File: src/design/upsps_pkg.sv
`default_nettype none
// ----------------------------------------------------------------------------
// UPS poll sequencer package
// Shared types, codes and constants for the serial UPS query sequencer.
// ----------------------------------------------------------------------------
package upsps_pkg;

	localparam int REPLY_MAX_DEF  = 128;
	localparam int FAIL_LIMIT_DEF = 2;
	localparam int LEN_W          = 8;
	localparam int FIFO_DEPTH     = 4;
	localparam int FIFO_AW        = 2;
	localparam logic [2:0] BAUD_LAST = 3'd5;
	localparam logic [2:0] STEP_IDLE = 3'd5;
	localparam logic [15:0] TIMEOUT_RST = 16'd1500;

	localparam logic [7:0] CH_OPEN  = 8'h28;
	localparam logic [7:0] CH_CR    = 8'h0D;
	localparam logic [7:0] CH_LF    = 8'h0A;
	localparam logic [7:0] CH_SPACE = 8'h20;
	localparam logic [7:0] CH_ONE   = 8'h31;
	localparam logic [7:0] CH_ZERO  = 8'h30;
	localparam logic [7:0] CH_B     = 8'h42;

	localparam logic [1:0] CMD_TICK  = 2'd0;
	localparam logic [1:0] CMD_BYTE  = 2'd1;
	localparam logic [1:0] CMD_START = 2'd2;

	localparam logic [1:0] REG_POLL  = 2'd0;
	localparam logic [1:0] REG_ABAUD = 2'd1;
	localparam logic [1:0] REG_TMO   = 2'd2;

	localparam logic [2:0] KIND_QUERY = 3'd0;
	localparam logic [2:0] KIND_MODE  = 3'd1;
	localparam logic [2:0] KIND_FULL  = 3'd2;
	localparam logic [2:0] KIND_FAIL  = 3'd3;
	localparam logic [2:0] KIND_BAUD  = 3'd4;

	localparam logic [2:0] Q_MODE   = 3'd0;
	localparam logic [2:0] Q_STATUS = 3'd1;
	localparam logic [2:0] Q_BATT   = 3'd2;
	localparam logic [2:0] Q_WARN   = 3'd3;
	localparam logic [2:0] Q_OUTLET = 3'd4;

	typedef struct packed {
		logic [1:0] command;
		logic [7:0] rx_byte;
	} cmd_t;

	typedef struct packed {
		logic [2:0] kind;
		logic [2:0] query;
		logic [7:0] mode_code;
		logic       on_battery;
		logic       warning;
		logic       outlet_on;
		logic       outlet_known;
		logic       status_ok;
		logic       battery_ok;
		logic       publish;
		logic [2:0] baud_choice;
		logic       last;
	} evt_t;

	// words handed from the core to the output queue in the same cycle
	typedef struct packed {
		logic [1:0] n;
		evt_t       w0;
		evt_t       w1;
	} push_t;

	// expected tail of a "(NAK" reply, by byte position
	function automatic logic [7:0] nak_char(input logic [1:0] pos);
		logic [7:0] ch;
		case (pos)
			2'd1:    ch = 8'h4E;
			2'd2:    ch = 8'h41;
			2'd3:    ch = 8'h4B;
			default: ch = 8'h00;
		endcase
		return ch;
	endfunction

endpackage
`default_nettype wire

File: src/design/upsps_core.sv
`default_nettype none
// ----------------------------------------------------------------------------
// UPS poll sequencer core
// Holds the round state and computes state update and result words per item.
// ----------------------------------------------------------------------------
module upsps_core
	import upsps_pkg::*;
#(
	parameter int REPLY_MAX  = REPLY_MAX_DEF,
	parameter int FAIL_LIMIT = FAIL_LIMIT_DEF
) (
	input  wire logic        clk,
	input  wire logic        arst_n,
	input  wire logic        cfg_we,
	input  wire logic [1:0]  cfg_index,
	input  wire logic [15:0] cfg_data,
	input  wire logic        take,
	input  wire cmd_t        cmd,
	output push_t            push
);

	logic [15:0] poll_iv_q, tmo_q;
	logic        abaud_q;

	logic [31:0] now_q, step_start_q, last_poll_q;
	logic        busy_q, monly_q;
	logic [2:0]  step_q;
	logic [LEN_W-1:0] len_q;
	logic        open_q, nak_q, inf_q, one_q;
	logic [7:0]  second_q;
	logic [3:0]  cnt_q;
	logic        f_mode_q, f_stat_q, f_batt_q, f_warn_q, f_on_q, f_kn_q;
	logic [7:0]  mode_q, pub_q;
	logic [2:0]  bidx_q, fails_q;
	logic        lock_q;

	logic [31:0] now_n, step_start_n, last_poll_n;
	logic        busy_n, monly_n;
	logic [2:0]  step_n;
	logic [LEN_W-1:0] len_n;
	logic        open_n, nak_n, inf_n, one_n;
	logic [7:0]  second_n;
	logic [3:0]  cnt_n;
	logic        f_mode_n, f_stat_n, f_batt_n, f_warn_n, f_on_n, f_kn_n;
	logic [7:0]  mode_n, pub_n;
	logic [2:0]  bidx_n, fails_n;
	logic        lock_n;

	logic        do_adv, do_start, do_finish;
	logic [2:0]  tgt;
	logic [3:0]  fails_v;
	logic [7:0]  c;
	push_t       p;

	assign c = cmd.rx_byte;

	always_comb begin
		now_n = now_q; step_start_n = step_start_q; last_poll_n = last_poll_q;
		busy_n = busy_q; monly_n = monly_q; step_n = step_q; len_n = len_q;
		open_n = open_q; nak_n = nak_q; inf_n = inf_q; one_n = one_q;
		second_n = second_q; cnt_n = cnt_q;
		f_mode_n = f_mode_q; f_stat_n = f_stat_q; f_batt_n = f_batt_q;
		f_warn_n = f_warn_q; f_on_n = f_on_q; f_kn_n = f_kn_q;
		mode_n = mode_q; pub_n = pub_q;
		bidx_n = bidx_q; fails_n = fails_q; lock_n = lock_q;
		do_adv = 1'b0; do_start = 1'b0; do_finish = 1'b0; tgt = Q_MODE;
		fails_v = '0;
		p = '0;

		case (cmd.command)
			CMD_TICK: begin
				now_n = now_q + 32'd1;
				if (!busy_q) begin
					if (poll_iv_q != 16'd0 &&
					    (now_n - last_poll_q) >= {16'd0, poll_iv_q}) begin
						last_poll_n = now_n;
						busy_n = 1'b1;
						monly_n = 1'b1;
						f_mode_n = 1'b0;
						do_start = 1'b1;
					end
				end else if ((now_n - step_start_q) > {16'd0, tmo_q}) begin
					do_adv = 1'b1;
				end
			end
			CMD_BYTE: begin
				if (busy_q && c != CH_LF) begin
					if (c == CH_CR) begin
						// decode the finished reply
						if (len_q != '0 && open_q) begin
							if (abaud_q) lock_n = 1'b1;
							if (!(len_q >= LEN_W'(4) && nak_q)) begin
								case (step_q)
									Q_MODE: begin
										mode_n = second_q;
										f_mode_n = 1'b1;
									end
									Q_STATUS: if (cnt_q >= 4'd12) f_stat_n = 1'b1;
									Q_BATT:   if (cnt_q >= 4'd5) f_batt_n = 1'b1;
									Q_WARN:   if (one_q) f_warn_n = 1'b1;
									Q_OUTLET: begin
										if (second_q == CH_ONE) begin
											f_on_n = 1'b1; f_kn_n = 1'b1;
										end else if (second_q == CH_ZERO) begin
											f_on_n = 1'b0; f_kn_n = 1'b1;
										end
									end
									default: ;
								endcase
							end
						end
						do_adv = 1'b1;
					end else if (len_q < LEN_W'(REPLY_MAX - 1)) begin
						if (len_q == '0) begin
							if (c == CH_OPEN) begin
								open_n = 1'b1; nak_n = 1'b1;
							end
						end else begin
							if (len_q < LEN_W'(4) && c != nak_char(len_q[1:0]))
								nak_n = 1'b0;
							if (len_q == LEN_W'(1)) second_n = c;
							if (c == CH_SPACE) begin
								inf_n = 1'b0;
							end else begin
								if (!inf_q && cnt_q != 4'd15) cnt_n = cnt_q + 4'd1;
								inf_n = 1'b1;
							end
							if (c == CH_ONE) one_n = 1'b1;
						end
						len_n = len_q + LEN_W'(1);
					end
				end
			end
			CMD_START: begin
				if (!busy_q) begin
					busy_n = 1'b1;
					monly_n = 1'b0;
					last_poll_n = now_q;
					f_mode_n = 1'b0; f_stat_n = 1'b0; f_batt_n = 1'b0;
					f_warn_n = 1'b0; f_kn_n = 1'b0;
					do_start = 1'b1;
				end
			end
			default: ;
		endcase

		if (do_adv) begin
			if (monly_q || step_q >= Q_OUTLET) begin
				do_finish = 1'b1;
			end else begin
				do_start = 1'b1;
				tgt = step_q + 3'd1;
			end
		end

		if (do_start) begin
			step_n = tgt;
			len_n = '0;
			open_n = 1'b0; nak_n = 1'b0; inf_n = 1'b0; one_n = 1'b0;
			second_n = '0; cnt_n = '0;
			step_start_n = now_n;
			p.n = 2'd1;
			p.w0.kind = KIND_QUERY;
			p.w0.query = tgt;
			p.w0.baud_choice = bidx_n;
		end

		if (do_finish) begin
			p.n = 2'd1;
			if (monly_q) begin
				p.w0.kind = KIND_MODE;
				p.w0.mode_code = mode_n;
				p.w0.on_battery = (mode_n == CH_B);
				p.w0.baud_choice = bidx_n;
				if (f_mode_n && mode_n != pub_q) begin
					pub_n = mode_n;
					p.w0.publish = 1'b1;
				end
			end else if (!f_stat_n && !f_batt_n) begin
				p.w0.kind = KIND_FAIL;
				p.w0.baud_choice = bidx_n;
				if (abaud_q && !lock_n) begin
					fails_v = {1'b0, fails_n} + 4'd1;
					if (fails_v >= 4'(FAIL_LIMIT)) begin
						bidx_n = (bidx_n == BAUD_LAST) ? 3'd0 : bidx_n + 3'd1;
						lock_n = 1'b0;
						fails_n = '0;
						p.n = 2'd2;
						p.w1.kind = KIND_BAUD;
						p.w1.baud_choice = bidx_n;
					end else begin
						fails_n = fails_v[2:0];
					end
				end
			end else begin
				fails_n = '0;
				p.w0.kind = KIND_FULL;
				p.w0.mode_code = mode_n;
				p.w0.on_battery = (mode_n == CH_B);
				p.w0.warning = f_warn_n;
				p.w0.outlet_known = f_kn_n;
				p.w0.outlet_on = f_kn_n & f_on_n;
				p.w0.status_ok = f_stat_n;
				p.w0.battery_ok = f_batt_n;
				p.w0.baud_choice = bidx_n;
				pub_n = mode_n;
			end
			busy_n = 1'b0;
			monly_n = 1'b0;
			step_n = STEP_IDLE;
		end

		// flag the final word of this item
		if (p.n == 2'd1) p.w0.last = 1'b1;
		else if (p.n == 2'd2) p.w1.last = 1'b1;

		if (!take) p.n = 2'd0;
	end

	assign push = p;

	always_ff @(posedge clk or negedge arst_n) begin
		if (!arst_n) begin
			poll_iv_q <= '0;
			abaud_q <= 1'b0;
			tmo_q <= TIMEOUT_RST;
		end else if (cfg_we) begin
			case (cfg_index)
				REG_POLL:  poll_iv_q <= cfg_data;
				REG_ABAUD: abaud_q <= cfg_data[0];
				REG_TMO:   tmo_q <= cfg_data;
				default: ;
			endcase
		end
	end

	always_ff @(posedge clk or negedge arst_n) begin
		if (!arst_n) begin
			now_q <= '0; step_start_q <= '0; last_poll_q <= '0;
			busy_q <= 1'b0; monly_q <= 1'b0; step_q <= STEP_IDLE; len_q <= '0;
			open_q <= 1'b0; nak_q <= 1'b0; inf_q <= 1'b0; one_q <= 1'b0;
			second_q <= '0; cnt_q <= '0;
			f_mode_q <= 1'b0; f_stat_q <= 1'b0; f_batt_q <= 1'b0;
			f_warn_q <= 1'b0; f_on_q <= 1'b0; f_kn_q <= 1'b0;
			mode_q <= '0; pub_q <= '0;
			bidx_q <= '0; fails_q <= '0; lock_q <= 1'b0;
		end else if (take) begin
			now_q <= now_n; step_start_q <= step_start_n; last_poll_q <= last_poll_n;
			busy_q <= busy_n; monly_q <= monly_n; step_q <= step_n; len_q <= len_n;
			open_q <= open_n; nak_q <= nak_n; inf_q <= inf_n; one_q <= one_n;
			second_q <= second_n; cnt_q <= cnt_n;
			f_mode_q <= f_mode_n; f_stat_q <= f_stat_n; f_batt_q <= f_batt_n;
			f_warn_q <= f_warn_n; f_on_q <= f_on_n; f_kn_q <= f_kn_n;
			mode_q <= mode_n; pub_q <= pub_n;
			bidx_q <= bidx_n; fails_q <= fails_n; lock_q <= lock_n;
		end
	end

endmodule
`default_nettype wire

File: src/design/upsps_fifo.sv
`default_nettype none
// ----------------------------------------------------------------------------
// UPS poll sequencer result queue
// Small register queue taking up to two words a cycle, draining one.
// ----------------------------------------------------------------------------
module upsps_fifo
	import upsps_pkg::*;
(
	input  wire logic  clk,
	input  wire logic  arst_n,
	input  wire push_t push,
	output logic       room,
	output logic       evt_valid,
	input  wire logic  evt_ready,
	output evt_t       evt
);

	evt_t                 mem_q [FIFO_DEPTH];
	logic [FIFO_AW-1:0]   wr_q, rd_q;
	logic [FIFO_AW:0]     count_q;
	logic                 pop;

	assign evt_valid = (count_q != '0);
	assign pop       = evt_valid & evt_ready;
	assign evt       = mem_q[rd_q];
	// hold off input unless two words fit
	assign room      = (count_q <= (FIFO_AW+1)'(FIFO_DEPTH - 2));

	always_ff @(posedge clk) begin
		if (push.n != 2'd0) mem_q[wr_q] <= push.w0;
		if (push.n == 2'd2) mem_q[wr_q + FIFO_AW'(1)] <= push.w1;
	end

	always_ff @(posedge clk or negedge arst_n) begin
		if (!arst_n) begin
			wr_q <= '0;
			rd_q <= '0;
			count_q <= '0;
		end else begin
			wr_q <= wr_q + FIFO_AW'(push.n);
			if (pop) rd_q <= rd_q + FIFO_AW'(1);
			count_q <= count_q + (FIFO_AW+1)'(push.n) - (FIFO_AW+1)'(pop);
		end
	end

endmodule
`default_nettype wire

File: src/design/ups_poll_sequencer.sv
`default_nettype none
// ----------------------------------------------------------------------------
// UPS poll sequencer
// Query-round sequencer and reply decoder for a serial UPS link.
// ----------------------------------------------------------------------------
// Usage:
//   cmd channel (valid/ready) carries one word per ms tick, received byte or
//   round-start request. evt channel (valid/ready) carries the resulting
//   words: query requests, mode/full/failed round reports, baud switches.
//   An input word yields zero, one or two result words; the final one has
//   last set.
//   Results are written into the result queue when the input word is taken.
//   Throughput: one input word per cycle while cmd_ready is high, with the
//   round state updated as each word is taken; cmd_ready drops while the
//   four-entry result queue has fewer than two free slots.
//   Receiver stall: results wait in the queue; input is held off once it
//   cannot take two more words.
//   Reset: round idle, timeout 1500 ms, mode polls and auto baud off, baud
//   index 0. Config writes (cfg_we, cfg_index, cfg_data) are registered.
// ----------------------------------------------------------------------------
module ups_poll_sequencer
	import upsps_pkg::*;
#(
	parameter int REPLY_MAX  = REPLY_MAX_DEF,
	parameter int FAIL_LIMIT = FAIL_LIMIT_DEF
) (
	input  wire logic        clk,
	input  wire logic        arst_n,
	input  wire logic        cfg_we,
	input  wire logic [1:0]  cfg_index,
	input  wire logic [15:0] cfg_data,
	input  wire logic        cmd_valid,
	output logic             cmd_ready,
	input  wire cmd_t        cmd,
	output logic             evt_valid,
	input  wire logic        evt_ready,
	output evt_t             evt
);

	push_t push;
	logic  room;

	assign cmd_ready = room;

	upsps_core #(
		.REPLY_MAX  (REPLY_MAX),
		.FAIL_LIMIT (FAIL_LIMIT)
	) u_core (
		.clk       (clk),
		.arst_n    (arst_n),
		.cfg_we    (cfg_we),
		.cfg_index (cfg_index),
		.cfg_data  (cfg_data),
		.take      (cmd_valid & room),
		.cmd       (cmd),
		.push      (push)
	);

	upsps_fifo u_fifo (
		.clk       (clk),
		.arst_n    (arst_n),
		.push      (push),
		.room      (room),
		.evt_valid (evt_valid),
		.evt_ready (evt_ready),
		.evt       (evt)
	);

endmodule
`default_nettype wire
File: config.mk
export PLATFORM = sky130hd
export DESIGN_NAME = ups_poll_sequencer
export DESIGN_NICKNAME = d
export VERILOG_FILES = /design/src/design/upsps_pkg.sv /design/src/design/upsps_core.sv /design/src/design/upsps_fifo.sv /design/src/design/ups_poll_sequencer.sv
export SDC_FILE = /design/constraint.sdc
export NUM_CORES = 1
export LEC_CHECK = 0
export ABC_AREA = 1
export BUFFER_PORTS_ARGS = -buffer_cell sky130_fd_sc_hd__buf_2
export CORE_ASPECT_RATIO = 0.5
export CORE_MARGIN = 1.5
export CORE_UTILIZATION = 43
export DETAILED_ROUTE_END_ITERATION = 10
export HOLD_SLACK_MARGIN = 0.08
export MAX_ROUTING_LAYER = met4
export SYNTH_ARGS = -nofsm -noshare
export SYNTH_HDL_FRONTEND = slang
export SYNTH_SLANG_ARGS = --single-unit
export TNS_END_PERCENT = 50
File: constraint.sdc
create_clock -name clk -period 6.76 [get_ports clk]
set_input_delay 0.338 -clock clk [delete_from_list [all_inputs] [get_ports clk]]
set_output_delay 0.338 -clock clk [all_outputs]
set_load 0.01 [all_outputs]
Word level (Yosys, flattened, before mapping):

Memory sizes are Yosys's and may differ from the RTL's.
Cells that the tools add are included.
W data, S select, Z words.

* register bits after elaboration: 194
* bits in writable memories: 100
* bits of input ports: 33
* output and inout port bits: 27
* logic and storage cells: 340
* memories: 1

* add/sub/neg operators: 13
* $lt $le $gt $ge: 10
* eq/ne operators: 40
* mux-type cells: 190
* bitwise logic cells: 4
* reductions and logical operators: 52

Memory list
* u_fifo.mem_q: depth 4, bits a word 25, rd ports 1, clocked after memory_dff 0, write ports 2, RTL line upsps_fifo.sv:18 `evt_t mem_q [FIFO_DEPTH];`

Operators by type and width (number)
* $mux W8: 26
* $mux W32: 4
* $mux W1: 110
* $pmux W32 S2: 1
* $sub A32 B32 Y32: 2
* $mux W3: 20
* $eq A8 B6 Y1 const B: 5
* $add A32 B1 Y32 const B: 1
* $ge A32 B16 Y1: 1
* $gt A32 B16 Y1: 1
* $mux W4: 8
* $reduce_and A7 Y1: 4
* $reduce_bool A2 Y1: 11
* $pmux W7 S3: 1
* $mux W18: 1
* $ne A8 B8 Y1: 2
* $pmux W1 S2: 8
* $reduce_bool A16 Y1: 1
* $reduce_and A5 Y1: 3
* $mux W14: 1
* $eq A2 B2 Y1 const B: 6
* $reduce_and A2 Y1: 6
* $reduce_and A6 Y1: 2
* $mux W2: 5
* 46 further kinds: 79

Longest topological paths before layout:

* depth after elaboration: 17
* depth in mapped cells: 43
* gate-level depth less buffers: 42

By module:

Synthesis repeated with hierarchy kept, for this count alone.

* cells, all modules: 3173
* area total of the unflattened synthesis: 21703.3 um2

Modules (own cells, without submodules)
* upsps_core: instances 1, cells each 2459, area an instance 15841.4 um2
* upsps_fifo: instances 1, cells each 712, area an instance 5854.4 um2
* ups_poll_sequencer: instances 1, cells each 2, area an instance 7.5 um2

Worst setup path after synthesis:

No wires, ideal clock.

* path kind: reg2reg
* start point: register u_core.now_q[0]
* end point: register u_fifo.count_q[2]
* data arrival time: 5.231 ns
* path slack: 1.406 ns
* cell stages (with the launch flop): 43
* path buffers: 0
* period minus slack after synthesis: 5.354 ns
* cell sequence: dfrtp_1 ha_1 nand2_1 nor2_1 inv_1 nor2_1 inv_1 nor2_1 inv_1 nor2_1 nand3_1 nor2_1 nand3_1 a21oi_1 ha_1 nand2_1 inv_1 nand2_1 (+7 left out) nor4_1 nand2_1 nand2_1 nand2_1 nand3_1 nor2_1 nand3_1 nor2_1 nand2_2 a21boi_4 nor2_8 nand2_4 nor2_8 inv_1 ha_1 inv_1 fa_1 xnor2_1

* cells in the longest elaborated chain, start to end: 14

Ends and longest elaborated chain
* start: declaration: RTL line upsps_core.sv:25 `logic [31:0] now_q, step_start_q, last_poll_q;`
* start signal: assignment: RTL line upsps_core.sv:248 `now_q <= now_n; step_start_q <= step_start_n; last_poll_q <= last_poll_n;`
* $add A32 B1 Y32 *: RTL line upsps_core.sv:72 `now_n = now_q + 32'd1;`
* $sub A32 B32 Y32: RTL line upsps_core.sv:75 `(now_n - last_poll_q) >= {16'd0, poll_iv_q}) begin`
* $ge A32 B16 Y1: RTL line upsps_core.sv:75
* $logic_and A1 B1 Y1: RTL line upsps_core.sv:74 `if (poll_iv_q != 16'd0 &&`
* $mux W1: RTL line upsps_core.sv:74
* $mux W1: RTL line upsps_core.sv:73 `if (!busy_q) begin`
* $pmux W1 S2: RTL line upsps_core.sv:70 `case (cmd.command)`
* $mux W1: RTL line upsps_core.sv:148 `if (monly_q || step_q >= Q_OUTLET) begin`
* $mux W1: RTL line upsps_core.sv:147 `if (do_adv) begin`
* $mux W7: RTL line upsps_core.sv:156 `if (do_start) begin`
* $mux W5 *: RTL line upsps_core.sv:168 `if (do_finish) begin`
* $mux W2 *: RTL line upsps_core.sv:217 `if (!take) p.n = 2'd0;`
* $add A3 B2 Y3 *: RTL line upsps_fifo.sv:42 `count_q <= count_q + (FIFO_AW+1)'(push.n) - (FIFO_AW+1)'(pop);`
* $sub A3 B1 Y3 *: RTL line upsps_fifo.sv:42
* end signal: assignment: RTL line upsps_fifo.sv:42
* end: declaration: RTL line upsps_fifo.sv:20 `logic [FIFO_AW:0] count_q;`

Every way passes the cells marked *; elsewhere a longest branch is shown, timed or not.
A chain may end at the register's enable or synchronous reset.

Worst setup path in the final report:

* start point: register u_core.now_q[1]
* end point: register u_fifo.count_q[2]

Same word-level chain as after synthesis.

==> metrics.md <==
| Metric | Value |
|---|---|
| Die footprint | 0.0497 mm² |
| Port bufs | 59 |
| Cells after Synth | 3068 |
| Fillers | 4882 |
| Via count | 19200 |
| Syn Nets | 3223 |
| Number of global-route vias before repair | 17700 |
| Synth unique cells | 58 |
| Critical Path Start Type | register |
| Period utilization | 91.2% |
| CORE AREA | 0.0472 mm² |
| Via density | 5.06 |
| DP Cell Count | 3706 |
| Commonest non-fill, non-tap cell in the layout | nand2_1 |
| H-tree depth | 1 |
| Root Driver | clkbuf_16 |
| Mean post-synth cell area | 6.76 µm² |
| IO Pins | 60 |
| Switching fraction of total power | 53.0% |
| Layout cells sized above 1 | 7.91% |
| Primary FF master, synth | dfrtp_1 |
| Hold slack | 0.0858 ns |
| Number of synthesized register bits | 294 |
| Cell Int Power | 5.55 mW |
| Most frequent cells in the layout | nand2_1, inv_1, o21ai_0, nor2_1, dfrtp_1 |
| Wire length per cell | 15.9 µm |
| Comb pwr share | 66.0% |
| Ys async rst share | 66.0% |
| Min-delay src | cfg_data[12] |
| Initial antenna violation count | 3 |
| Cell Rows | 56 |
| Tightest Hold Check Type | in2reg |
| Worst reg-to-reg setup slack | 0.59 ns |
| Sequential share of power | 20.8% |
| Max-cap viol count | 0 |
| Setup Skew | 0.0219 ns |
| Worst slew pin tran | 1.23 ns |
| Hold worst-path end | u_core.tmo_q[12]$_DFFE_PN0P_ |
| Chip width | 314 µm |
| Critical Path End Type | register |
| Non-filler instance count after layout | 3788 |
| Final Hold Fails | 0 |
| Slowest CP cell | fa_1 |
| Num CTS Buffers | 29 |
| Static Leak | 11.8 nW |
| Pins Over Slew Limit | 0 |
| Status | complete, no violations |
| Residual DRC | 0 |
| Nets | 3280 |
| Min Tclk post-route | 6.17 ns |
| Detailed Route Iter0 Violations | 1550 |
| Gr ovfl total | 0 |
| RD Place Congestion | 0.960 |
| Worst Path Arrival | 6.64 ns |
| Post-synth EDFFs | 20 |
| Final WL | 60.3 mm |
| Crit path max fanout | 10 |
| Synth warnings | 0 |
| First-pass GRT wire length | 96.5 mm |
| Initial Utilization | 43.9% |
| Largest net degree at the start of global routing | 83 |
| Reg-to-reg startpoint | u_core.now_q[1]$_DFFE_PN0P_ |
| Sequential area share after synthesis | 34.1% |
| CTS max path bufs | 3 |
| Critical path class | reg2reg |
| ANT nets after route | 0 |
| R2R cell count | 40 |
| Required @ worst endpoint | 7.24 ns |
| Peak supply drop | 0.210 mV |
| Worst Hold Depth | 3 |
| Final setup fails | 0 |
| GRT Total Usage | 25.1% |
| Clk pwr share | 13.2% |
| RR Endpoint | u_fifo.count_q[2]$_DFF_PN0_ |
| CP peak stage delay | 0.42 ns |
| Cell Area, Synth | 0.0207 mm² |
| CTS tree | built |
| Area growth syn-to-layout | 9.51% |
| Power Density | 520 mW/mm² |
| CTS sink cnt | 294 |
| F_max | 0.162 GHz |
| Hpwl dp | 45.7 mm |
| Net switching power | 6.26 mW |
| Clk Latency, worst-skew pair | 0.61 ns |
| CP most frequent cell | nand2_1 |
| Crit path buf inv count | 6 |
| Total Power | 11.8 mW |
| Clock slew at reported path FFs | 0.08 ns |
| Die height | 158 µm |
| Crit-path leading delay family | simple AND/OR/NAND/NOR gates |
| First-pass DRT Iterations | 5 |
| Rel. slew slack | 17.1% |
## logic make-up (layout without fill, tap and decap cells)
group,after synthesis,in the layout,synth area share [%]
compound gates,440,440,11.4
xor+xnor,73,73,3.12
fa+ha+maj,122,122,7.47
buf+inv,581,661,11.4
flops,294,294,34.1
mux,1,1,0.0482
other cells,0,2,0
simple gates,1557,1557,32.5
## how the worst max path moves through the flow
stage | from | end | slack [ns] | cells after the start
detailed placement | u_core.now_q[1]$_DFFE_PN0P_ | u_core.step_start_q[29]$_DFFE_PN0P_ | 0.53 | 39
global placement | u_core.now_q[1]$_DFFE_PN0P_ | u_fifo.count_q[2]$_DFF_PN0_ | 0.65 | 40
finish | u_core.now_q[1]$_DFFE_PN0P_ | u_fifo.count_q[2]$_DFF_PN0_ | 0.59 | 40
floorplan | u_core.now_q[0]$_DFFE_PN0P_ | u_fifo.count_q[2]$_DFF_PN0_ | 1.41 | 42
CTS | u_core.now_q[1]$_DFFE_PN0P_ | u_core.step_start_q[25]$_DFFE_PN0P_ | 0.50 | 39
global route | u_core.now_q[1]$_DFFE_PN0P_ | u_fifo.count_q[2]$_DFF_PN0_ | -0.01 | 40
## sequential cells by signal, indices dropped and copies added (netlist names), 4 cells and up
| name | cells |
|---|---|
| u_fifo.mem_q | 100 |
| u_core.last_poll_q | 32 |
| u_core.now_q | 32 |
| u_core.step_start_q | 32 |
| u_core.poll_iv_q | 16 |
| u_core.tmo_q | 16 |
| u_core.len_q | 8 |
| u_core.mode_q | 8 |
| u_core.pub_q | 8 |
| u_core.second_q | 8 |
| u_core.cnt_q | 4 |
## cell type report
type                            instances  area, µm²  area share [%]
Clock buffer                           35        748            3.29
Tap cell                              638        798            3.51
Sequential cell                       294       7070            31.1
Inverter                              492       1860            8.20
Timing Repair Buffer                  115        802            3.53
Antenna cell                            2       5.00          0.0220
Clock inverter                         19        110           0.485
Multi-Input combinational cell       2193      11300            49.8
## metrics by stage
step	utilization [%]	setup WS (ns)	cell area (µm²)	setup TNS, ns
6_report	48.1	0.593	22700	0
5_1_grt	48.1	-0.0128	22700	-0.0128
4_1_cts	48.1	0.504	22700	0
3_5_place_dp	45.7	0.532	21600	0
3_3_place_gp	45.7	0.653	21600	0
2_1_floorplan	-	1.41	20700	0
## Yosys cell counts (3+ instances only)
library cell / instances / area (µm²)
nor2_2: 4 / 25.0
clkbuf_1: 51 / 191
dfrtp_1: 185 / 4630
buf_2: 17 / 85.1
o21ai_2: 4 / 35.0
xnor2_1: 10 / 87.6
nand3_2: 40 / 400
dfxtp_1: 80 / 1600
a21oi_1: 68 / 340
nor2_8: 6 / 120
buf_8: 4 / 60.1
inv_2: 4 / 15.0
xor2_1: 62 / 543
nor2_1: 250 / 938
dfstp_2: 9 / 236
ha_1: 119 / 1490
nor2_4: 4 / 45.0
buf_6: 11 / 124
o211ai_1: 11 / 82.6
edfxtp_1: 20 / 601
nand4_1: 22 / 138
nand3b_1: 10 / 75.1
fa_1: 3 / 60.1
inv_1: 482 / 1810
nand3_1: 140 / 701
o21ai_1: 46 / 230
nor4_1: 8 / 50.1
o21bai_1: 9 / 67.6
buf_4: 5 / 37.5
o22ai_1: 26 / 163
nor3_1: 29 / 145
or2_2: 4 / 25.0
nand2_2: 18 / 113
nand2_4: 12 / 135
and3_1: 3 / 18.8
nand2_1: 1003 / 3760
o21ai_0: 261 / 1310
## power by group through the flow
stage                     Combinational, mW  Clock (mW)  Sequential (mW)
final                                  7.79        1.56             2.46
after global routing                   8.90        1.65             2.51
after CTS                              7.74        1.59             2.45
after detailed placement               7.69           0             2.48
after global placement                 7.62           0             2.48
after floorplan                        5.60           0             2.41
## routing by layer
metal / up-vias / track usage, % / routed length (µm)
li1: 9770 / - / -
met1: 8905 / 35.2 / 30000
met2: 407 / 39.4 / 26400
met3: 68 / 2.67 / 2840
met4: 0 / 4.72 / 1070
met5: - / - / 0
## worst min-delay path, stage by stage
cell and delay (ns):
buf_2 0.07, inv_1 0.07, o21ai_0 0.17
## timing repair
| action | in CTS | in global routing |
|---|---|---|
| buffers inserted | 0 | 0 |
| gates resized for setup | 0 | 4 |
| hold buffers | 26 | 0 |
| setup endpoints to repair | 0 | 45 |
| hold endpoints to repair | 110 | 0 |
No activity file was read; power rests on OpenSTA's default activity.
